[config.mk]
export PLATFORM = sky130hd
export DESIGN_NAME = acls_ram
export DESIGN_NICKNAME = d
export VERILOG_FILES = /design/src/acls_ram.sv
export SDC_FILE = /design/constraint.sdc
export NUM_CORES = 2
export LEC_CHECK = 0
export BUFFER_PORTS_ARGS = -buffer_cell sky130_fd_sc_hd__buf_4
export CAP_MARGIN = 20
export CORE_ASPECT_RATIO = 1.2
export CORE_MARGIN = 2
export CORE_UTILIZATION = 54
export DETAILED_ROUTE_END_ITERATION = 12
export PLACE_DENSITY = 0.72
export SLEW_MARGIN = 20
export SYNTH_ARGS = -nofsm -noshare
export SYNTH_HDL_FRONTEND = slang
export SYNTH_SLANG_ARGS = --single-unit
[constraint.sdc]
create_clock -name clock -period 3.45 [get_ports clock]
set_input_delay 0.1725 -clock clock [delete_from_list [all_inputs] [get_ports clock]]
set_output_delay 0.1725 -clock clock [all_outputs]
set_load 0.01 [all_outputs]
[src/acls_ram.sv]
// Generic single-write, single-read RAM with registered read data.
module acls_ram #(
   parameter int WIDTH = 32,
   parameter int DEPTH = 64
) (
   input  logic                     clock,
   input  logic                     we,
   input  logic [$clog2(DEPTH)-1:0] waddr,
   input  logic [WIDTH-1:0]         wdata,
   input  logic [$clog2(DEPTH)-1:0] raddr,
   output logic [WIDTH-1:0]         rdata
);
   logic [WIDTH-1:0] mem_ff [DEPTH];
   logic [WIDTH-1:0] rdata_ff;

   always_ff @(posedge clock) begin
      if (we) mem_ff[waddr] <= wdata;
      rdata_ff <= mem_ff[raddr];
   end

   assign rdata = rdata_ff;
endmodule

==> metrics.txt <==
status=complete, no violations; Worst Skew=between 30 and 40 ps; Most used DFF post-synth=edfxtp_1; RSZ-0062 raised after global routing=no; Worst EP required=4130 ps; Placeable Area=145000 um^2; Die Height=422 um; # DRC=0; Die Area=~150000 um^2; Final Max Tran Viols=0; WL per Instance=34.0 um; Area Growth Syn to Fin=14.1%; via count=approximately 37000; worst setup path category=input pin to flop; Worst-Margin Slew=~1100 ps; Rel. slew slack=between 20% and 30%; layout cell share with drive strength beyond 1=30.5%; post-placement cell count=between 5000 and 6000; warnings from Yosys=0; Top-Level Pins=78; crit end category=flop; DRT antenna net count=0; biggest area consumer among synthesized cells=edfxtp_1; Worst-Skew Late Latency=between 800 and 900 ps; share of the synthesized area in the top cell type=about 78%; Filler Cells Inserted=about 9600; FMAX=a little under 400 MHz; CTS tree=built; first-pass GRT wire length=between 200000 and 300000 um; PostCTS Resize Cnt=0; post-DP HPWL=108000 um; antenna violations before repair=11; largest net degree at the start of global routing=72; CTS clk-pin slew, worst paths=70 ps; setup TNS=0 ps; Die Width=roughly 350 um; Synth Register Bits=~2100; vias in the first global route=around 38000; sequential fraction of the synthesis area=about 79%; Post-Layout Cell Count=about 5700; Post-synth EDFFs=roughly 2000; Final min period=about 2600 ps; Worst Path Max Fanout=71; startpoint types=input pin; Clock Tree Buf Depth=3; PD cells=between 500 and 600 nW/um^2; WP data arrival=around 3300 ps; num rows=about 150; Overflow after GRT=0; synth unique cells=34; VDD IR max=between 400 and 500 uV; post-CTS setup buffers=0; gr usage total=26.4%; Final #Nets=roughly 3700; hold crit path type=input pin to flop; via/cell ratio=6.55; period utilization=74.9%; clock sinks=about 2100; total CTS buffers=189; Root Buffer=clkbuf_16; Synthesized Nets=~3400; final setup fails=0; Syn Area/Cell=approximately 24 um^2; IO buf count=77; max cap viols=0; Initial Util=54.3%; CTS Hold Bufs=37; gpl congestion=just over 0.8; Synth area leaders=edfxtp_1 (78%), mux4_2 (16%), mux2i_1 (1.2%), dfxtp_1 (0.82%), o22ai_1 (0.67%); H-Tree Depth=4; ys async rst share=0%; Pleak=between 20 and 30 nW; Iter 0 DRT Violations=around 5100; DRT Pass-1 Iters=5; Routed WL=194000 um; mapped cell area=78500 um^2; Fin. Hold Viols=0; Post-Syn Instances=between 3000 and 4000
==> registers in the layout (all words and copies together) (netlist names) <==
register,flops
rdata,32
mem_ff,2048
==> metal layers <==
layer / GRT usage (%) / up-vias / share of wire, %
met5: 0 / - / 0.031
met4: 9.19 / 10 / 3.2
met3: 5.28 / 354 / 11
met2: 42.8 / 2236 / 49
met1: 36.1 / 20030 / 37
li1: - / 14820 / -
==> per-stage QoR <==
step | utilization [%] | hold slack (ps) | cell area [um^2] | setup slack, ps | power [mW]
after floorplan | - | 271 | 78500 | 118 | 29.9
after global placement | 57.3 | 566 | 82900 | 44.0 | 31.2
after detailed placement | 57.3 | 566 | 82900 | 47.6 | 31.2
after CTS | 61.9 | 68.9 | 89600 | 921 | 52.1
after global routing | 61.9 | 110 | 89600 | 908 | 53.1
final | 61.9 | 145 | 89600 | 866 | 51.8
==> power by group <==
part	total [mW]	internal (mW)	switching (mW)	leakage, nW
combinational	2.59	1.03	1.55	6.21
clock	21.1	11.9	9.16	3.05
sequential	28.1	28.0	0.138	18.7
==> final cells by class <==
class,instances,area (um^2),area share (%)
Clock buffer,243,5140,5.73
Tap cell,1937,2420,2.71
Timing Repair Buffer,283,2750,3.07
Clock inverter,109,1130,1.27
Multi-Input combinational cell,1062,16000,17.8
Sequential cell,2080,62100,69.4
Antenna cell,3,7.51,0.00838
==> path summary, 6_finish.rpt <==
check | start | end | slack (ps) | cells after the start
max | raddr[1] | rdata[5]$_DFF_P_ | 870 | 7
min | we | mem_ff[31][3]$_DFFE_PP_ | 150 | 4
max reg2reg | mem_ff[47][7]$_DFFE_PP_ | rdata[7]$_DFF_P_ | 1120 | 4
min reg2reg | mem_ff[28][17]$_DFFE_PP_ | rdata[17]$_DFF_P_ | 740 | 4
==> critical path, stage by stage <==
cell and delay (ps):
buf_8 560, buf_4 390, buf_4 340, mux4_2 360, mux4_2 500, o22ai_1 690
nor2_1 140
==> logic make-up after synthesis <==
logic type	share of synthesized area, %
muxes	16.8
and+or+nand+nor	1.27
buffers and inverters	1.13
DFF	79.1
AOI/OAI and AO/OA	1.67
==> Yosys cell counts (5+ instances only) <==
| cell | number |
|---|---|
| edfxtp_1 | 2048 |
| mux4_2 | 544 |
| nor2_1 | 137 |
| mux2i_1 | 93 |
| o22ai_1 | 84 |
| clkbuf_1 | 74 |
| a21oi_1 | 62 |
| buf_2 | 57 |
| dfxtp_1 | 32 |
| o221ai_1 | 27 |
| nand2_1 | 26 |
| buf_4 | 25 |
| buf_1 | 21 |
| nor2b_1 | 15 |
| a22oi_1 | 12 |
| a311oi_1 | 8 |
| nand2b_1 | 8 |
| nor3_1 | 7 |
| buf_6 | 5 |
| nand3_1 | 5 |
| nand3b_1 | 5 |
==> cell usage in the layout, fill, tap and decap left out, types with 12 or more instances in the layout <==
| master | n |
|---|---|
| clkbuf_1 | 37 |
| buf_12 | 41 |
| clkbuf_8 | 14 |
| clkinv_2 | 38 |
| dlygate4sd3_1 | 37 |
| buf_4 | 202 |
| nor2b_1 | 15 |
| a21oi_1 | 62 |
| bufinv_16 | 18 |
| clkinv_1 | 24 |
| o22ai_1 | 84 |
| nand2_1 | 25 |
| a22oi_1 | 12 |
| o221ai_1 | 27 |
| edfxtp_1 | 2048 |
| mux2i_1 | 93 |
| nor2_1 | 75 |
| clkbuf_16 | 192 |
| dfxtp_1 | 32 |
| clkinvlp_4 | 13 |
| nor2_4 | 62 |
| mux4_2 | 544 |
(Power assumes the default switching activity.)
