===== config.mk =====
export PLATFORM = sky130hd
export DESIGN_NAME = acls_mul
export DESIGN_NICKNAME = d
export VERILOG_FILES = /design/src/acls_pkg.sv /design/src/acls_mul.sv
export SDC_FILE = /design/constraint.sdc
export NUM_CORES = 2
export LEC_CHECK = 0
export ABC_AREA = 1
export BUFFER_PORTS_ARGS = -buffer_cell sky130_fd_sc_hd__buf_2
export CAP_MARGIN = 20
export CELL_PAD_IN_SITES_DETAIL_PLACEMENT = 1
export CELL_PAD_IN_SITES_GLOBAL_PLACEMENT = 2
export CORE_MARGIN = 2
export CORE_UTILIZATION = 35
export DETAILED_ROUTE_END_ITERATION = 10
export PLACE_DENSITY_LB_ADDON = 0.1
export SYNTH_ARGS = -nofsm -noshare
export SYNTH_HDL_FRONTEND = slang
export SYNTH_SLANG_ARGS = --single-unit

===== constraint.sdc =====
create_clock -name clock -period 10 [get_ports clock]
set_input_delay 2.5 -clock clock [delete_from_list [all_inputs] [get_ports clock]]
set_output_delay 2.5 -clock clock [all_outputs]
set_load 0.005 [all_outputs]

===== src/acls_pkg.sv =====
// Shared types, constants and saturation helpers for the consensus lighting step.
package acls_pkg;

   localparam int NODE_SLOTS = 8;
   localparam int IW        = $clog2(NODE_SLOTS);
   localparam int NW        = IW + 1;
   localparam int AW        = 2 * IW;
   localparam int FRAC_BITS = 16;
   localparam int DW        = 32;
   localparam int QW        = 64;
   localparam int MW        = QW - FRAC_BITS;
   localparam int DUTY_W    = 23;
   localparam int PAW       = 5;

   typedef logic signed [DW-1:0] q_type;
   typedef logic signed [QW-1:0] wide_type;

   localparam wide_type ONE_W       = 64'sd1 <<< FRAC_BITS;
   localparam wide_type ROUND_W     = ONE_W >>> 1;
   localparam wide_type FIVE_W      = ONE_W * 5;
   localparam wide_type FULL_W      = ONE_W * 100;
   localparam wide_type TWO_W       = ONE_W * 2;
   localparam wide_type HALF_ONE_SQ = (ONE_W * ONE_W) >>> 1;
   localparam wide_type THRESH_W    = (ONE_W + 500) / 1000;
   localparam wide_type I32MAX_W    = 64'sd2147483647;
   localparam wide_type I32MIN_W    = -64'sd2147483648;
   // magnitude / 100 as a multiply by ceil(2^38 / 100) and a shift, exact below 2^32
   localparam logic [QW-1:0] GAIN_RECIP = 64'd2748779070;
   localparam int            GAIN_SHIFT = 38;

   localparam logic [1:0] OP_ELEM  = 2'd0;
   localparam logic [1:0] OP_GAIN  = 2'd1;
   localparam logic [1:0] OP_ITER  = 2'd2;
   localparam logic [1:0] OP_CLEAR = 2'd3;

   localparam logic [2:0] REG_RHO     = 3'd0;
   localparam logic [2:0] REG_COST    = 3'd1;
   localparam logic [2:0] REG_COUNT   = 3'd2;
   localparam logic [2:0] REG_INDEX   = 3'd3;
   localparam logic [2:0] REG_PRESENT = 3'd4;

   typedef struct packed {
      logic            start;
      logic            floor_mode;
      logic [QW-1:0]   num;
      logic [QW-1:0]   den;
   } div_req_type;

   typedef struct packed {
      logic            done;
      logic [QW-1:0]   quo;
   } div_rsp_type;

   function automatic q_type sat32(input wide_type v);
      q_type r;
      if (v > I32MAX_W) r = {1'b0, {(DW-1){1'b1}}};
      else if (v < I32MIN_W) r = {1'b1, {(DW-1){1'b0}}};
      else r = v[DW-1:0];
      return r;
   endfunction

   function automatic wide_type sx(input q_type v);
      return wide_type'(v);
   endfunction

endpackage


===== src/acls_mul.sv =====
// Shared signed fixed-point multiplier, rounded half up, registered result.
module acls_mul import acls_pkg::*; (
   input  logic                 clock,
   input  q_type                a,
   input  q_type                b,
   output logic signed [MW-1:0] q
);
   wide_type prod;
   wide_type prod_rnd;
   logic signed [MW-1:0] q_ff;

   assign prod     = wide_type'(a) * wide_type'(b);
   assign prod_rnd = prod + ROUND_W;

   always_ff @(posedge clock) begin
      q_ff <= prod_rnd[QW-1:FRAC_BITS];
   end

   assign q = q_ff;
endmodule


==> flow_metrics.env <==
export IMPL_antenna_left=0
export IMPL_track_usage_pct=23.45
export IMPL_antenna_cells=0
export IMPL_grt_pass1_wl_mm=204.5
export IMPL_cts_tree="done"
export IMPL_numCtsBuffers=5
export IMPL_ys_warn_count=0
export IMPL_clk_pin_slew_ns=0.07
export IMPL_grt_overflow=0
export IMPL_final_nets=6435
export IMPL_drc=0
export IMPL_critPathMaxFanout=15
export IMPL_synth_top_area_share_pct=55.09
export IMPL_drive_above_1_share_pct=6.788
export IMPL_arrival_ns=9.71
export IMPL_netlist_instances=4998
export IMPL_h_tree_depth=2
export IMPL_drv_cap=0
export IMPL_grt_max_degree=33
export IMPL_vias=29814
export IMPL_ys_async_sr_fraction_pct=0
export IMPL_synthTopCellsByArea="fa_1 (55%), inv_1 (16%), nand2_1 (13%)"
export IMPL_synth_top_cell_by_area="fa_1"
export IMPL_synth_cell_type_count=29
export IMPL_rows=122
export IMPL_drt_vias_per_instance=4.517
export IMPL_dieWidth_um=339.2
export IMPL_finalSetupViolCount=0
export IMPL_ios=113
export IMPL_yosysSeqAreaShare_pct=2.444
export IMPL_slew_headroom_pct=41.52
export IMPL_die_h_um=339.2
export IMPL_largest_register_ffs=48
export IMPL_grt_setup_unrepaired="false"
export IMPL_antenna_found_initial=9
export IMPL_wl_per_cell_um=19.72
export IMPL_place_gp_congestion=0.8553
export IMPL_critical_path_required_ns=10.18
export IMPL_first_pass_iters=5
export IMPL_routed_wl_mm=130.2
export IMPL_port_buffers=112
export IMPL_ys_seq_elements=48
export IMPL_finalHoldViolations=0
export IMPL_crit_buf_inv=7
export IMPL_top_usage_layer="met2"
export IMPL_worst_setup_path_start_kind="input port"
export IMPL_post_cts_buffers=0
export IMPL_setup_slack_ns=0.4643
export IMPL_fin_crit_sh_pct=95.36
export IMPL_cpMostUsedCell="fa_1"
export IMPL_final_max_slew_viol_count=0
export IMPL_cp_end_kind="flop"
export IMPL_cts_resized=0
export IMPL_cts_sinks=48
export IMPL_grtUsageMet1_pct=31.44
export IMPL_max_stage_delay_ns=0.55
export IMPL_die_area_um2=115000
export IMPL_netlist_area_um2=39320
export IMPL_synth_edf_count=0
export IMPL_clockBufferDepth=2
export IMPL_pre_cts_ws_ns=0.09698
export IMPL_hold_path_class="input port to flop"
export IMPL_cp_slowest_cell="fa_1"
export IMPL_dp_hpwl_mm=118.4
export IMPL_dp_cells=6592
export IMPL_core_area_um2=111100
export IMPL_critical_path_top_delay_family="adder cells"
export IMPL_synth_commonest_cells="inv_1 (1668), nand2_1 (1402), fa_1 (1082)"
export IMPL_drtIter0Drc=1264
export IMPL_first_global_vias=33789
export IMPL_status="finished clean"
export IMPL_met2_usage_pct=42.39
export IMPL_worst_slew_pin_slew_ns=0.8772
export IMPL_period_minus_slack_ns=9.536
export IMPL_gr_usage_met3_pct=1.333
export IMPL_fmax_mhz=104.9
export IMPL_areaGrowthSynthToFinish_pct=8.881
export IMPL_cts_hold_buf=0
export IMPL_synthFlopType="dfxtp_1"
export IMPL_stdcell_count=6600
export IMPL_start_util_pct=35.38
export IMPL_synth_most_common_cell="inv_1"
export IMPL_cts_root_buffer="clkbuf_16"
export IMPL_synth_avg_cell_area_um2=7.867
export IMPL_critPathKind="input port to flop"
export IMPL_syn_num_nets=6322
==> path summary, 6_finish.rpt <==
check  start       endpoint  slack, ns  cells past startpoint
min     b[0]   q[5]$_DFF_P_       3.19                      7
max     a[9]  q[23]$_DFF_P_       0.46                     26
==> layer usage <==
| layer | routed length (um) | vias up |
|---|---|---|
| li1 | - | 13802 |
| met1 | 57130 | 15562 |
| met2 | 67630 | 335 |
| met3 | 2764 | 111 |
| met4 | 2598 | 4 |
| met5 | 27 | - |
==> cell type report <==
class,count,area [um^2]
fillers,13696,68310
multi-input cells,3087,31370
inverters,1671,6272
repair buffers,298,2157
well taps,1488,1862
flip-flops and latches,48,960.9
clock buffers,5,125.1
clock inverters,3,68.82
==> layout by cell type (no fill, tap or decap), types with 5 or more instances in the layout <==
| cell type | count |
|---|---|
| ha_1 | 177 |
| nand2_1 | 1402 |
| nand3_1 | 54 |
| nor3_1 | 11 |
| nand4_1 | 11 |
| buf_2 | 112 |
| or2_2 | 6 |
| xor2_1 | 27 |
| buf_4 | 170 |
| dfxtp_1 | 48 |
| o21bai_1 | 8 |
| clkbuf_16 | 5 |
| nor2_1 | 140 |
| xnor2_1 | 6 |
| fa_1 | 1082 |
| nand2_2 | 13 |
| a21oi_1 | 75 |
| o21ai_0 | 44 |
| nor2_2 | 11 |
| inv_1 | 1668 |
| buf_12 | 16 |
==> metrics by stage <==
step                      cell area, um^2  hold WS [ns]  utilization [%]  setup TNS, ns
after floorplan                     39320         2.784                -              0
after global placement              42620         2.877            38.35       -0.01844
after detailed placement            42620         2.880            38.35              0
after CTS                           42810         3.216            38.53              0
after global routing                42810         3.228            38.53              0
final                               42810         3.193            38.53              0
==> logic make-up after synthesis <==
logic type / share of synthesized area [%]
compound gates: 1.785
xor+xnor: 0.7350
fa+ha+maj: 60.72
buf+inv: 17.78
flops: 2.444
simple gates: 16.53
Power is left out: the tool's default activity adds up to more than one toggle a clock period on the data nets, which glitch-free logic cannot reach.
