--- src/acls_pkg.sv ---
// Shared types, constants and saturation helpers for the consensus lighting step.
package acls_pkg;

   localparam int NODE_SLOTS = 8;
   localparam int IW        = $clog2(NODE_SLOTS);
   localparam int NW        = IW + 1;
   localparam int AW        = 2 * IW;
   localparam int FRAC_BITS = 16;
   localparam int DW        = 32;
   localparam int QW        = 64;
   localparam int MW        = QW - FRAC_BITS;
   localparam int DUTY_W    = 23;
   localparam int PAW       = 5;

   typedef logic signed [DW-1:0] q_type;
   typedef logic signed [QW-1:0] wide_type;

   localparam wide_type ONE_W       = 64'sd1 <<< FRAC_BITS;
   localparam wide_type ROUND_W     = ONE_W >>> 1;
   localparam wide_type FIVE_W      = ONE_W * 5;
   localparam wide_type FULL_W      = ONE_W * 100;
   localparam wide_type TWO_W       = ONE_W * 2;
   localparam wide_type HALF_ONE_SQ = (ONE_W * ONE_W) >>> 1;
   localparam wide_type THRESH_W    = (ONE_W + 500) / 1000;
   localparam wide_type I32MAX_W    = 64'sd2147483647;
   localparam wide_type I32MIN_W    = -64'sd2147483648;
   // magnitude / 100 as a multiply by ceil(2^38 / 100) and a shift, exact below 2^32
   localparam logic [QW-1:0] GAIN_RECIP = 64'd2748779070;
   localparam int            GAIN_SHIFT = 38;

   localparam logic [1:0] OP_ELEM  = 2'd0;
   localparam logic [1:0] OP_GAIN  = 2'd1;
   localparam logic [1:0] OP_ITER  = 2'd2;
   localparam logic [1:0] OP_CLEAR = 2'd3;

   localparam logic [2:0] REG_RHO     = 3'd0;
   localparam logic [2:0] REG_COST    = 3'd1;
   localparam logic [2:0] REG_COUNT   = 3'd2;
   localparam logic [2:0] REG_INDEX   = 3'd3;
   localparam logic [2:0] REG_PRESENT = 3'd4;

   typedef struct packed {
      logic            start;
      logic            floor_mode;
      logic [QW-1:0]   num;
      logic [QW-1:0]   den;
   } div_req_type;

   typedef struct packed {
      logic            done;
      logic [QW-1:0]   quo;
   } div_rsp_type;

   function automatic q_type sat32(input wide_type v);
      q_type r;
      if (v > I32MAX_W) r = {1'b0, {(DW-1){1'b1}}};
      else if (v < I32MIN_W) r = {1'b1, {(DW-1){1'b0}}};
      else r = v[DW-1:0];
      return r;
   endfunction

   function automatic wide_type sx(input q_type v);
      return wide_type'(v);
   endfunction

endpackage

--- src/acls_div.sv ---
// Shared restoring divider, one quotient bit per cycle, floor or truncating.
module acls_div import acls_pkg::*; (
   input  logic        clock,
   input  logic        reset,
   input  div_req_type req,
   output div_rsp_type rsp
);
   localparam int CW = $clog2(QW);

   logic          run_ff;
   logic          done_ff;
   logic [CW-1:0] cnt_ff;
   logic [QW-1:0] quo_ff;
   logic [QW-1:0] rem_ff;
   logic [QW-1:0] den_ff;
   logic          neg_ff;
   logic          floor_ff;
   logic [QW:0]   trial;
   logic [QW:0]   diff;
   logic [QW-1:0] mag;
   logic [QW-1:0] adj;

   assign trial = {rem_ff, quo_ff[QW-1]};
   assign diff  = trial - {1'b0, den_ff};
   assign mag   = req.num[QW-1] ? (~req.num + 1'b1) : req.num;
   assign adj   = quo_ff + QW'(neg_ff & floor_ff & (rem_ff != '0));

   always_ff @(posedge clock) begin
      if (reset) begin
         run_ff  <= 1'b0;
         done_ff <= 1'b0;
         cnt_ff  <= '0;
      end else begin
         done_ff <= 1'b0;
         if (req.start) begin
            run_ff   <= 1'b1;
            cnt_ff   <= '0;
            quo_ff   <= mag;
            rem_ff   <= '0;
            den_ff   <= req.den;
            neg_ff   <= req.num[QW-1];
            floor_ff <= req.floor_mode;
         end else if (run_ff) begin
            if (!diff[QW]) begin
               rem_ff <= diff[QW-1:0];
               quo_ff <= {quo_ff[QW-2:0], 1'b1};
            end else begin
               rem_ff <= trial[QW-1:0];
               quo_ff <= {quo_ff[QW-2:0], 1'b0};
            end
            cnt_ff <= cnt_ff + 1'b1;
            if (cnt_ff == CW'(QW-1)) begin
               run_ff  <= 1'b0;
               done_ff <= 1'b1;
            end
         end
      end
   end

   assign rsp.done = done_ff;
   assign rsp.quo  = neg_ff ? (~adj + 1'b1) : quo_ff;
endmodule

--- config.mk ---
export PLATFORM = sky130hd
export DESIGN_NAME = acls_div
export DESIGN_NICKNAME = d
export VERILOG_FILES = /design/src/acls_pkg.sv /design/src/acls_div.sv
export SDC_FILE = /design/constraint.sdc
export NUM_CORES = 1
export LEC_CHECK = 0
export BUFFER_PORTS_ARGS = -buffer_cell sky130_fd_sc_hd__buf_2
export CORE_MARGIN = 2
export CORE_UTILIZATION = 45
export CTS_CLUSTER_DIAMETER = 30
export DETAILED_ROUTE_END_ITERATION = 12
export GPL_TIMING_DRIVEN = 1
export HOLD_SLACK_MARGIN = 0.06
export PLACE_DENSITY = 0.72
export SYNTH_ARGS = -nofsm -noshare
export SYNTH_HDL_FRONTEND = slang
export SYNTH_SLANG_ARGS = --single-unit
--- constraint.sdc ---
create_clock -name clock -period 6.87 [get_ports clock]
set_input_delay 0.687 -clock clock [delete_from_list [all_inputs] [get_ports clock]]
set_output_delay 0.687 -clock clock [all_outputs]
set_load 0.005 [all_outputs]
==> results summary, run 1 <==
The cell type contributing the most total cell area after synthesis is sky130_fd_sc_hd__edfxtp_1. The placed wire-length estimate after detailed placement is 38.22 mm. The wire length per cell came out at 18.65 um. TritonCTS built the clock tree. At the end of the flow the core is filled with cells to 0.5463. Setup repair after global routing left no endpoint under its margin. The number of antenna violations at the first check in global routing is 0.

The maximum vdd drop is 0.2343 mV. The die height is 200.3 um. The total cell area at the placement stage is 18,650 um2. The number of buffers added to fix hold violations after cts is 0.

The area growth from synthesis to final layout is 19.23%. A synthesized cell averages 8.534 um2. The largest driver fanout on the critical path came out at 12. The summed negative setup slack over all endpoints came out at 0 ps. The worst setup path is launched from a register. The H-tree depth is 2. The count of cells in the finished layout, fillers not included, comes to 2,739. The slew at the pin closest to its max-slew limit came out at 1161 ps.

The fraction of layout cells with a size suffix above 1 came out at 0.1657. The worst-case clock skew came out at 18.01 ps. The floorplan row count is 71. The number of global-route vias before repair is 15,700.

The area of the die came out at 40,120 um2. The count of pins on the block boundary came out at 197. The total global-route track usage came out at 0.2492.

After layout, the minimum clock period comes to 6508 ps. The final layout contains routed wiring with a total length of 51.09 mm. The commonest cells after synthesis are sky130_fd_sc_hd__nor2_1 (227), sky130_fd_sc_hd__edfxtp_1 (194), sky130_fd_sc_hd__a21oi_1 (159). The dominant register cell in the synthesized netlist is sky130_fd_sc_hd__edfxtp_1. The worst hold path belongs to the class primary input to register. The slowest stage of the critical path is the sky130_fd_sc_hd__or4b_4 cell. The core region is 37,840 um2.

In the synthesized netlist the async set-or-reset flop fraction comes to 0. The count of mapped cells out of synthesis is 2,032. The number of synthesized flops with an enable pin came out at 194. Summed over all cells, the static leakage comes to 0.008094 uW.

The net count of the finished layout came out at 2,383. The count of endpoints failing hold in the final timing report came to 0. The number of endpoints failing setup at the final stage came out at 0. Entering global routing, the biggest net connects 101 pins.

Dividing the detail-routed via count by the number of cells gives 5.844. The total congestion overflow after global routing came out at 0. The critical setup path kind is register to output port. The sequential element share of the synthesized area is 0.3452.

The number of design-rule violations left by the first detailed-router iteration is 1,297. At the worst endpoint, the required time is 6180 ps. The mapped cell area is 17,340 um2. The first detailed-routing pass took 6 iterations. Sorting the synthesized cells by area gives the leading types as sky130_fd_sc_hd__edfxtp_1 (34%), sky130_fd_sc_hd__xor2_1 (6.4%), sky130_fd_sc_hd__xnor2_1 (5.5%). The post-route cell area is 20,670 um2. The count of max-cap constraint violations came out at 0. The horizontal extent of the die is 200.3 um. By instance count, the leading cell after synthesis is sky130_fd_sc_hd__nor2_1.

The ratio of total power to cell area came out at 274.5 nW/um2. The share of the clock period used by the worst path after layout is 0.9473. The number of clock buffers inserted by TritonCTS is 56. The maximum cell stage delay along the critical path is 660 ps. The first global-routing pass estimated 82.39 mm of wire. After detailed routing, the met3 layer carries 3.031 mm of wire.

The count of nets left with antenna violations once routing finished came out at 0. In the routed design, unresolved DRC markers number 0. In this run, distinct cell masters in the synthesized netlist total 88.

The count of vias placed by the detailed router is 16,010. The count of port buffers added during placement came out at 196. The max-slew violation count came out at 0. After detailed routing, the wire length on met1 is 22.07 mm. The clock net in this run drives a total of 202 sinks. Traced cell by cell, the critical path runs through nor4_1 -> nand4_1 -> nor4_4 -> nor2_1 -> ha_1 -> ha_2 -> and2_1 -> nand4_1 -> or3_1 -> nor3_4 -> xor2_1 -> or3_1 -> or4b_4 -> or4_1 -> xnor2_1 -> nor2_1 -> xor2_1 -> buf_2. The worst slew slack as a fraction of its limit is 0.2262.

STA classifies the critical path endpoint as an output port. The area share of the largest cell type after synthesis is 0.3360. In this run, synthesis produced a sequential element count of 202. The initial utilization of the core area, before any placement, comes to 0.4582. The flow ran to the end, and the final reports show no timing, DRC or antenna violations. In this run the top signal layer used is met4. The latest clock arrival within the worst-skew pair came out at 590 ps. For the worst setup path, the data arrival time is 5820 ps. The weighted congestion reported at the end of routability-driven placement is 0.9707.

The sum of met2 wire segment lengths after detailed routing came out at 24.12 mm. In this run the deepest clock path goes through 3 buffers. The Yosys warning count came out at 0. The clock slew seen by the registers of the worst setup and hold paths is 50 ps. The number of placed instances, taps included came out at 2,632. Clock tree synthesis selected as its root buffer the cell sky130_fd_sc_hd__clkbuf_16. The net count of the mapped netlist is 2,234. Derived from the worst setup path, the maximum achievable clock frequency is 0.1537 GHz.
## report_power, final
part / switching (uW) / internal [uW] / total, uW
Combinational: 862 / 582 / 1440
Clock: 802 / 1790 / 2600
Sequential: 124 / 1510 / 1640
Total: 1790 / 3890 / 5680
## final timing paths
| path | startpoint | endpoint | slack (ps) | depth (start not counted) |
|---|---|---|---|---|
| worst max-delay path | rem_ff[19] | rsp[61] | 360 | 18 |
| worst min-delay path | req[32] | den_ff[32] | 270 | 1 |
| worst min register to register | cnt_ff[5] | cnt_ff[5] | 510 | 2 |
| worst max register to register | quo_ff[63] | rem_ff[36] | 1980 | 14 |
## placed cells by master, fill, tap and decap left out, types with 19 or more instances in the layout
master / count
sky130_fd_sc_hd__o21ai_0: 82
sky130_fd_sc_hd__nor3_1: 56
sky130_fd_sc_hd__a21o_1: 39
sky130_fd_sc_hd__nand4_1: 64
sky130_fd_sc_hd__a21oi_1: 159
sky130_fd_sc_hd__ha_1: 68
sky130_fd_sc_hd__xnor2_1: 108
sky130_fd_sc_hd__nand2_1: 156
sky130_fd_sc_hd__o31ai_1: 20
sky130_fd_sc_hd__buf_4: 21
sky130_fd_sc_hd__xor2_1: 125
sky130_fd_sc_hd__nor4_1: 29
sky130_fd_sc_hd__nand3_1: 65
sky130_fd_sc_hd__inv_1: 108
sky130_fd_sc_hd__and3_1: 25
sky130_fd_sc_hd__clkbuf_16: 56
sky130_fd_sc_hd__o41ai_1: 21
sky130_fd_sc_hd__nor2_1: 225
sky130_fd_sc_hd__mux2i_1: 54
sky130_fd_sc_hd__edfxtp_1: 194
sky130_fd_sc_hd__or3_1: 19
sky130_fd_sc_hd__buf_2: 195
## routing by layer
metal | GRT usage | vias to the layer above
li1 | - | 7764
met1 | 0.3293 | 7542
met2 | 0.4138 | 584
met3 | 0.03124 | 118
met4 | 0.1024 | 0
met5 | 0 | -
## stage by stage
step                      setup slack [ps]  total power (uW)  hold WS, ps
after floorplan                       1326              2645        454.1
after global placement               552.8              3041        468.2
after detailed placement             419.0              3067        510.3
after CTS                            14.63              5692        242.3
after global routing                0.6244              5940        252.5
final                                361.9              5675        271.3
## final cells by class
class | count | area, um2
diodes | 1 | 2.502
clock inverters | 37 | 409.1
inverters | 108 | 405.4
flip-flops and latches | 202 | 5986
well taps | 511 | 639.4
repair buffers | 218 | 1165
fillers | 3484 | 17170
clock buffers | 67 | 1493
multi-input cells | 1595 | 10580
## critical path: cells and delay by family, from the launching register on
family	cells	cell delay (ps)
xor+xnor	3	500
simple gates	12	3660
buf+inv	1	140
flops	1	430
fa+ha+maj	2	500
## timing repair
item,4_1_cts,5_1_grt
setup buffers,0,2
pin swaps,0,3
gates resized for setup,3,13
setup endpoints to repair,11,26
## logic make-up (layout without fill, tap and decap cells)
| logic type | count (synthesis) | after routing | synth area share |
|---|---|---|---|
| buffers and inverters | 235 | 430 | 0.05318 |
| muxes | 63 | 63 | 0.03702 |
| and+or+nand+nor | 776 | 776 | 0.2299 |
| adders and majority gates | 70 | 70 | 0.05094 |
| other | 0 | 1 | 0 |
| xor gates and xnor gates | 234 | 234 | 0.1182 |
| DFF | 202 | 202 | 0.3452 |
| AOI/OAI and AO/OA | 452 | 452 | 0.1656 |
## sequential cells by signal, summed over array words and instances (netlist names)
signal / count
quo_ff: 64
floor_ff: 1
cnt_ff: 6
rem_ff: 64
done_ff: 1
neg_ff: 1
den_ff: 64
run_ff: 1
No activity file was read; power rests on OpenSTA's default activity.
==> inputs of run 2 (changes only) <==
--- a/config.mk
+++ b/config.mk
@@ -5,14 +5,14 @@
 export SDC_FILE = /design/constraint.sdc
 export NUM_CORES = 1
 export LEC_CHECK = 0
-export BUFFER_PORTS_ARGS = -buffer_cell sky130_fd_sc_hd__buf_2
 export CORE_MARGIN = 2
 export CORE_UTILIZATION = 45
 export CTS_CLUSTER_DIAMETER = 30
 export DETAILED_ROUTE_END_ITERATION = 12
+export DONT_BUFFER_PORTS = 1
 export GPL_TIMING_DRIVEN = 1
 export HOLD_SLACK_MARGIN = 0.06
-export PLACE_DENSITY = 0.72
+export PLACE_DENSITY = 0.68
 export SYNTH_ARGS = -nofsm -noshare
 export SYNTH_HDL_FRONTEND = slang
 export SYNTH_SLANG_ARGS = --single-unit
==> results summary, run 2 (synthesized netlist as in run 1, its figures left out) <==
The flow ran to the end, and the final reports show no timing, DRC or antenna violations. The placed wire-length estimate after detailed placement is 37.32 mm. The worst setup path is captured at an output port. The number of buffers added to fix hold violations after cts is 0.

Entering global routing, the biggest net connects 191 pins. The number of buffers between clock root and the deepest sink came out at 3. Setup slack closes at 333.5 ps. The area of the die came out at 40,120 um2.

The sequential group share of total power is 0.294. The number of cells on the worst hold path came out at 1. The net switching power of the design is 1766 uW. The number of sinks on the clock net is 202. The number of endpoints failing setup at the final stage is 0. The largest driver fanout on the critical path is 10. The number of antenna violations at the first check in global routing is 2.

The total cell area at the placement stage is 17,640 um2. The wire length after detailed routing came out at 50.18 mm. In the routed design, unresolved DRC markers number 0. Port buffering added 0 buffers.

The wire length of the first global-routing pass came out at 80.12 mm. Measured along the x axis, the die boundary spans 200.3 um. The class of the tightest hold or removal check is primary input to register. The weighted congestion reported at the end of routability-driven placement is 0.9151. The worst-case clock skew is 15.28 ps. The H-tree depth is 2. The largest registers in the layout are den_ff (64), quo_ff (64), rem_ff (64). In this run the static leakage power is 0.007266 uW.

The antenna violation net count after detailed routing is 0. Clock tree synthesis inserted a total of 57 buffers. The clock network fraction of design power is 0.470.

The effective utilization at floorplan is 0.4582. The worst reg-to-reg path cell count is 15. Timing would allow up to 0.1530 GHz. The count of pins on the block boundary came out at 197. Data on the critical path arrives at its endpoint at 5850 ps. The share of the clock period used by the worst path after layout is 0.9515. The TritonCTS clock tree is built. The top cell types in the final layout, fill and taps aside, are sky130_fd_sc_hd__nor2_1 (225), sky130_fd_sc_hd__edfxtp_1 (194), sky130_fd_sc_hd__a21oi_1 (159). With fillers left out, the area of the finished cells amounts to 19,660 um2. The core outline area is 37,840 um2. The wire length per cell is 19.76 um. The total congestion overflow after global routing came out at 0. The setup slack at placement came out at 319.5 ps.

The max-slew violation count was 0. The count of max-cap constraint violations came out at 0. In the global route stage, overall resource usage came out at 0.2440.

The net switching share of the total power is 0.3176. The net count of the finished layout is 2,183. The ratio of total power to cell area is 282.8 nW/um2. The minimum hold slack came out at 170.9 ps.

The number of vias per cell after detailed routing came out at 6.076. The internal power component is 3793 uW. The worst path required time came out at 6180 ps. The core occupancy in the finished layout is 0.5194. Compared with the post-synthesis result, the final layout area differs by 13.35%. The fraction of layout cells with a size suffix above 1 came out at 0.08477. The total power consumption of the routed design is 5559 uW. The number of search-and-repair iterations in the first detailed-routing pass is 6. The number of inserted filler cells in the final layout came out at 3,555. The clock period minus worst slack came out at 6537 ps. In this run the core area contains 71 standard-cell rows.

Setup repair after global routing could not meet its margin everywhere. STA classifies the critical path startpoint as a register. The maximum vdd drop is 0.2250 mV. At the later pin of the worst-skew pair, clock insertion delay measures 590 ps. The number of global-route vias before repair is 14,880. Once the clock tree was built, the setup fixing pass inserted 0 buffers. The number of design-rule violations left by the first detailed-router iteration came out at 1,334. The routed layout has 15,430 vias.

The count of endpoints failing hold in the final timing report is 0. The slew at the pin closest to its max-slew limit is 1029 ps. The total inserted antenna cells came out at 0. The most common cell after layout, fill and taps aside is sky130_fd_sc_hd__nor2_1. The clock slew seen by the registers of the worst setup and hold paths came out at 50 ps. The cell sitting at the root of the clock tree is a sky130_fd_sc_hd__clkbuf_16. Of the total power, combinational logic draws 0.235. The critical path in this run is classified as register to output port. In this run the vertical extent of the chip is 200.3 um. The worst slew slack as a fraction of its limit came out at 0.3124.
==> run 2: changes by cell type in the layout (fill, tap and decap cells not counted), sizes merged, moves of 2 or more <==
cell      previous run  this run
buf                218        17
clkinv              19        25
clkbuf              67        64
clkinvlp             8        11
inv                111       109
==> run 2: layer usage <==
layer  GRT usage  part of all wire
met2      0.4034              0.47
met3     0.03856             0.066
met4      0.1032             0.039
met5           0           0.00048
met1      0.3175              0.43
==> run 2: final cells by class <==
cell class / instances / area (um2) / share of cell area
multi-input combinational: 1595 / 10540 / 0.5364
sequential: 202 / 5986 / 0.3045
clock buffer: 64 / 1463 / 0.07442
tap: 511 / 639.4 / 0.03253
clock inverter: 43 / 478.0 / 0.02432
inverter: 108 / 405.4 / 0.02063
timing repair buffer: 17 / 140.1 / 0.007130
==> run 2: worst paths after layout <==
path                            startpoint  slack (ps)          to
worst min register to register   cnt_ff[5]         480   cnt_ff[5]
worst max register to register  quo_ff[63]        2110  rem_ff[49]
worst min-delay path                 reset         170      run_ff
worst max-delay path            rem_ff[24]         330     rsp[60]
==> run 2: what timing repair did <==
action                                 4_1_cts  5_1_grt
gates cloned                                 0        0
setup endpoints to repair                   25       23
pin swaps                                    0        1
gates resized for setup                      4        7
endpoints found under the hold margin        0        0
==> run 2: worst max-delay path, stage by stage, from the launching register on <==
cell                       delay, ps
sky130_fd_sc_hd__edfxtp_1        410
sky130_fd_sc_hd__nor4_1          390
sky130_fd_sc_hd__buf_4           170
sky130_fd_sc_hd__nand4_1         160
sky130_fd_sc_hd__nor4_4          390
sky130_fd_sc_hd__nor2_1          120
sky130_fd_sc_hd__ha_1            250
sky130_fd_sc_hd__ha_1            290
sky130_fd_sc_hd__and4_1          270
sky130_fd_sc_hd__a21o_1          200
sky130_fd_sc_hd__o21a_1          120
sky130_fd_sc_hd__o22a_1          230
sky130_fd_sc_hd__or4_1           590
sky130_fd_sc_hd__nor3_2          410
sky130_fd_sc_hd__nand3_2         340
sky130_fd_sc_hd__nor4_1          390
sky130_fd_sc_hd__xor2_1          190
sky130_fd_sc_hd__nand2_1          90
sky130_fd_sc_hd__xnor2_1         210
==> run 2: power groups by stage <==
stage | registers [uW] | logic [uW] | clock network, uW
after global routing | 1650 | 1450 | 2720
after floorplan | 1580 | 1060 | 0
after detailed placement | 1650 | 1290 | 0
after CTS | 1630 | 1300 | 2650
final | 1640 | 1310 | 2610
after global placement | 1650 | 1270 | 0
==> run 2: stage by stage <==
stage	setup TNS, ps	instances
2_1_floorplan	0	2032
3_3_place_gp	0	2433
3_5_place_dp	0	2433
4_1_cts	0	2540
5_1_grt	-22.90	2540
6_report	0	2540
==> inputs of run 3 (changes only) <==
--- a/config.mk
+++ b/config.mk
@@ -6,13 +6,13 @@
 export NUM_CORES = 1
 export LEC_CHECK = 0
 export CORE_MARGIN = 2
-export CORE_UTILIZATION = 45
+export CORE_UTILIZATION = 35
 export CTS_CLUSTER_DIAMETER = 30
 export DETAILED_ROUTE_END_ITERATION = 12
 export DONT_BUFFER_PORTS = 1
 export GPL_TIMING_DRIVEN = 1
 export HOLD_SLACK_MARGIN = 0.06
-export PLACE_DENSITY = 0.68
+export PLACE_DENSITY = 0.57
 export SYNTH_ARGS = -nofsm -noshare
 export SYNTH_HDL_FRONTEND = slang
 export SYNTH_SLANG_ARGS = --single-unit
==> results summary, run 3 (synthesized netlist as in run 1, its figures left out) <==
The net count of the finished layout is 2,197. The critical path ends at rsp[61]. The count of endpoints failing hold in the final timing report came out at 0. The leakage power summed over all cells came out at 0.007344 uW. The number of inserted filler cells in the final layout came out at 4,937. The antenna violation net count after detailed routing is 0. The post-detailed-route DRC marker count is 0.

Among all stages on the critical path, the largest delay is contributed by sky130_fd_sc_hd__or4b_4. The maximum cell stage delay along the critical path is 670 ps. The internal reg-to-reg setup slack is 2310 ps. The library cells used most frequently in the layout, excluding fill and tap cells, are sky130_fd_sc_hd__nor2_1 (225), sky130_fd_sc_hd__edfxtp_1 (194), sky130_fd_sc_hd__a21oi_1 (159). The worst path needs 6609 ps of the cycle, external delays included.

The root buffer cell chosen for the clock tree is sky130_fd_sc_hd__clkbuf_16. The met3 wire length is 3.319 mm. On the critical path the largest part of the delay comes from simple AND/OR/NAND/NOR gates. In this run, placement finished with an instance count of 2,593. TritonCTS built the clock tree.

The effective utilization at floorplan came out at 0.3542. The clock network fraction of design power is 0.460. The summed negative setup slack over all endpoints came out at 0 ps.

The max-slew violation count is 0. The internal power component came out at 3753 uW. The number of antenna violations at the first check in global routing is 0.

The total inserted antenna cells came out at 0. Setup repair after global routing left no endpoint under its margin. The endpoint identified for the worst register-to-register timing path is rem_ff[51]. The net switching share of the total power is 0.3170. Counting the buffers created by CTS gives 61.

The worst slew slack as a fraction of its limit is 0.2876. The number of vias per cell after detailed routing is 5.671. Measured in cells, the most critical reg-to-reg path has a length of 14. STA classifies the critical path startpoint as a register. The die covers 51,340 um2.

At the worst endpoint, the required time is 6180 ps. Of the total power, registers draw 0.298. The count of max-cap constraint violations came out at 0. The pin count of the biggest net entering global routing is 191.

The fraction of layout cells with a size suffix above 1 came out at 0.09060. The count of pins on the block boundary is 197. The combined buffer and inverter count along the critical path is 0. The number of buffers between clock root and the deepest sink is 3. Routed signal wires occupy layers up through met4. The number of buffers added to fix hold violations after cts came out at 0.

After the flow finishes, the layout carries non-filler instances totaling 2,706. The weighted congestion reported at the end of routability-driven placement came out at 0.9453. The setup path with the least slack is of type register to output port. The wire-length estimate of the detail-placed layout is 40.82 mm. The area growth from synthesis to final layout is 14.62%. The maximum operating frequency is 0.1513 GHz. Setup violations remaining at the end of the flow were counted as 0. For this run the aggregate overflow at the end of global routing stands at 0. The largest driver fanout on the critical path came out at 12.

The wire length per cell came out at 20.10 um. The largest registers in the layout are den_ff (64), quo_ff (64), rem_ff (64). For this block, wires on met1 add up to 24.02 mm. The share of the clock period used by the worst path after layout came out at 0.9621. The routed design uses 25.35 mm of met2 wire. The data arrival time of the worst path came out at 5920 ps. The net switching power of the design is 1742 uW. The startpoint of the worst setup timing path is rem_ff[0]. The die height is 226.6 um. The minimum hold slack came out at 155.7 ps. The number of design-rule violations left by the first detailed-router iteration came out at 1,105. The clock slew seen by the registers of the worst setup and hold paths came out at 40 ps.

The first global-routing pass estimated 84.53 mm of wire. The floorplan row count came out at 81. The H-tree depth came out at 2.

For this run, the total global-route usage over all layers was measured as 0.2090. The most common cell after layout, fill and taps aside is sky130_fd_sc_hd__nor2_1. The later pin in the worst-skew pair is clocked with a latency of 610 ps. The count of port buffers added during placement is 0.

The slew at the pin closest to its max-slew limit is 1059 ps. The core outline area came out at 48,950 um2. The number of search-and-repair iterations in the first detailed-routing pass is 5. The ratio of total power to cell area came out at 276.4 nW/um2. The worst register-to-register path begins at quo_ff[63]. The worst setup path is captured at an output port. The horizontal extent of the die came out at 226.6 um. The tightest min-delay check is of the primary input to register type.

The final layout contains routed wiring with a total length of 54.38 mm. The count of vias placed by the detailed router is 15,350. The flow ran to the end, and the final reports show no timing, DRC or antenna violations.

The number of global-route vias before repair came out at 15,040. The worst-case clock skew came out at 32.46 ps. VDD sags by at most 0.2170 mV. The signal on the critical path passes through nor4_4 -> nand4_1 -> nor4_4 -> nor2_1 -> ha_1 -> ha_2 -> and2_1 -> nand4_1 -> or3_1 -> nor3_2 -> xor2_1 -> or3_1 -> or4b_4 -> or4_1 -> xnor2_1 -> nor2_1 -> xor2_1.

The cell depth of the worst setup path came out at 17. The number of sinks on the clock net came out at 202. The logic gate share of total power came out at 0.242.
[run 3: changes by cell type in the layout (fill, tap and decap cells not counted), sizes merged]
cell,before,now
clkinv,25,28
buf,17,27
clkbuf,64,76
inv,109,110
bufinv,6,2
clkinvlp,11,2
[run 3: layout make-up]
type | count | area [um2] | area share
clock inverters | 34 | 260.3 | 0.01309
inverters | 108 | 405.4 | 0.02040
clock buffers | 76 | 1623 | 0.08165
well taps | 664 | 830.8 | 0.04180
multi-input cells | 1595 | 10570 | 0.5317
repair buffers | 27 | 202.7 | 0.01020
flip-flops and latches | 202 | 5986 | 0.3012
[run 3: routing by layer]
metal	vias up	GRT usage
li1	7396	-
met1	7316	0.2737
met2	534	0.3486
met3	101	0.03123
met4	0	0.07767
met5	-	0
[run 3: timing repair]
action / in CTS / in global routing
pin swaps: 0 / 2
buffers inserted: 0 / 3
resized for setup: 3 / 12
endpoints found under the setup margin: 19 / 18
[run 3: worst min-delay path by stage]
stage	start	endpoint	slack, ps	depth (start not counted)
final	reset	run_ff	160	1
after detailed placement	cnt_ff[5]	cnt_ff[5]	470	2
after floorplan	cnt_ff[5]	cnt_ff[5]	450	2
after global routing	reset	run_ff	130	1
after CTS	reset	run_ff	120	1
after global placement	cnt_ff[5]	cnt_ff[5]	470	2
[run 3: power groups by stage]
stage	Clock [uW]	Sequential, uW	Combinational, uW
after CTS	2590	1630	1320
final	2530	1640	1330
after global placement	0	1640	1310
after detailed placement	0	1650	1310
after floorplan	0	1580	1060
after global routing	2650	1650	1470
[run 3: per-stage QoR]
stage	setup WS, ps	instance area, um2	power, uW	utilization
4_1_cts	29.92	19780	5538	0.4041
5_1_grt	54.74	19880	5775	0.4060
3_5_place_dp	354.4	17870	2960	0.3652
6_report	260.7	19880	5495	0.4060
2_1_floorplan	1326	17340	2645	-
3_3_place_gp	412.9	17870	2954	0.3652
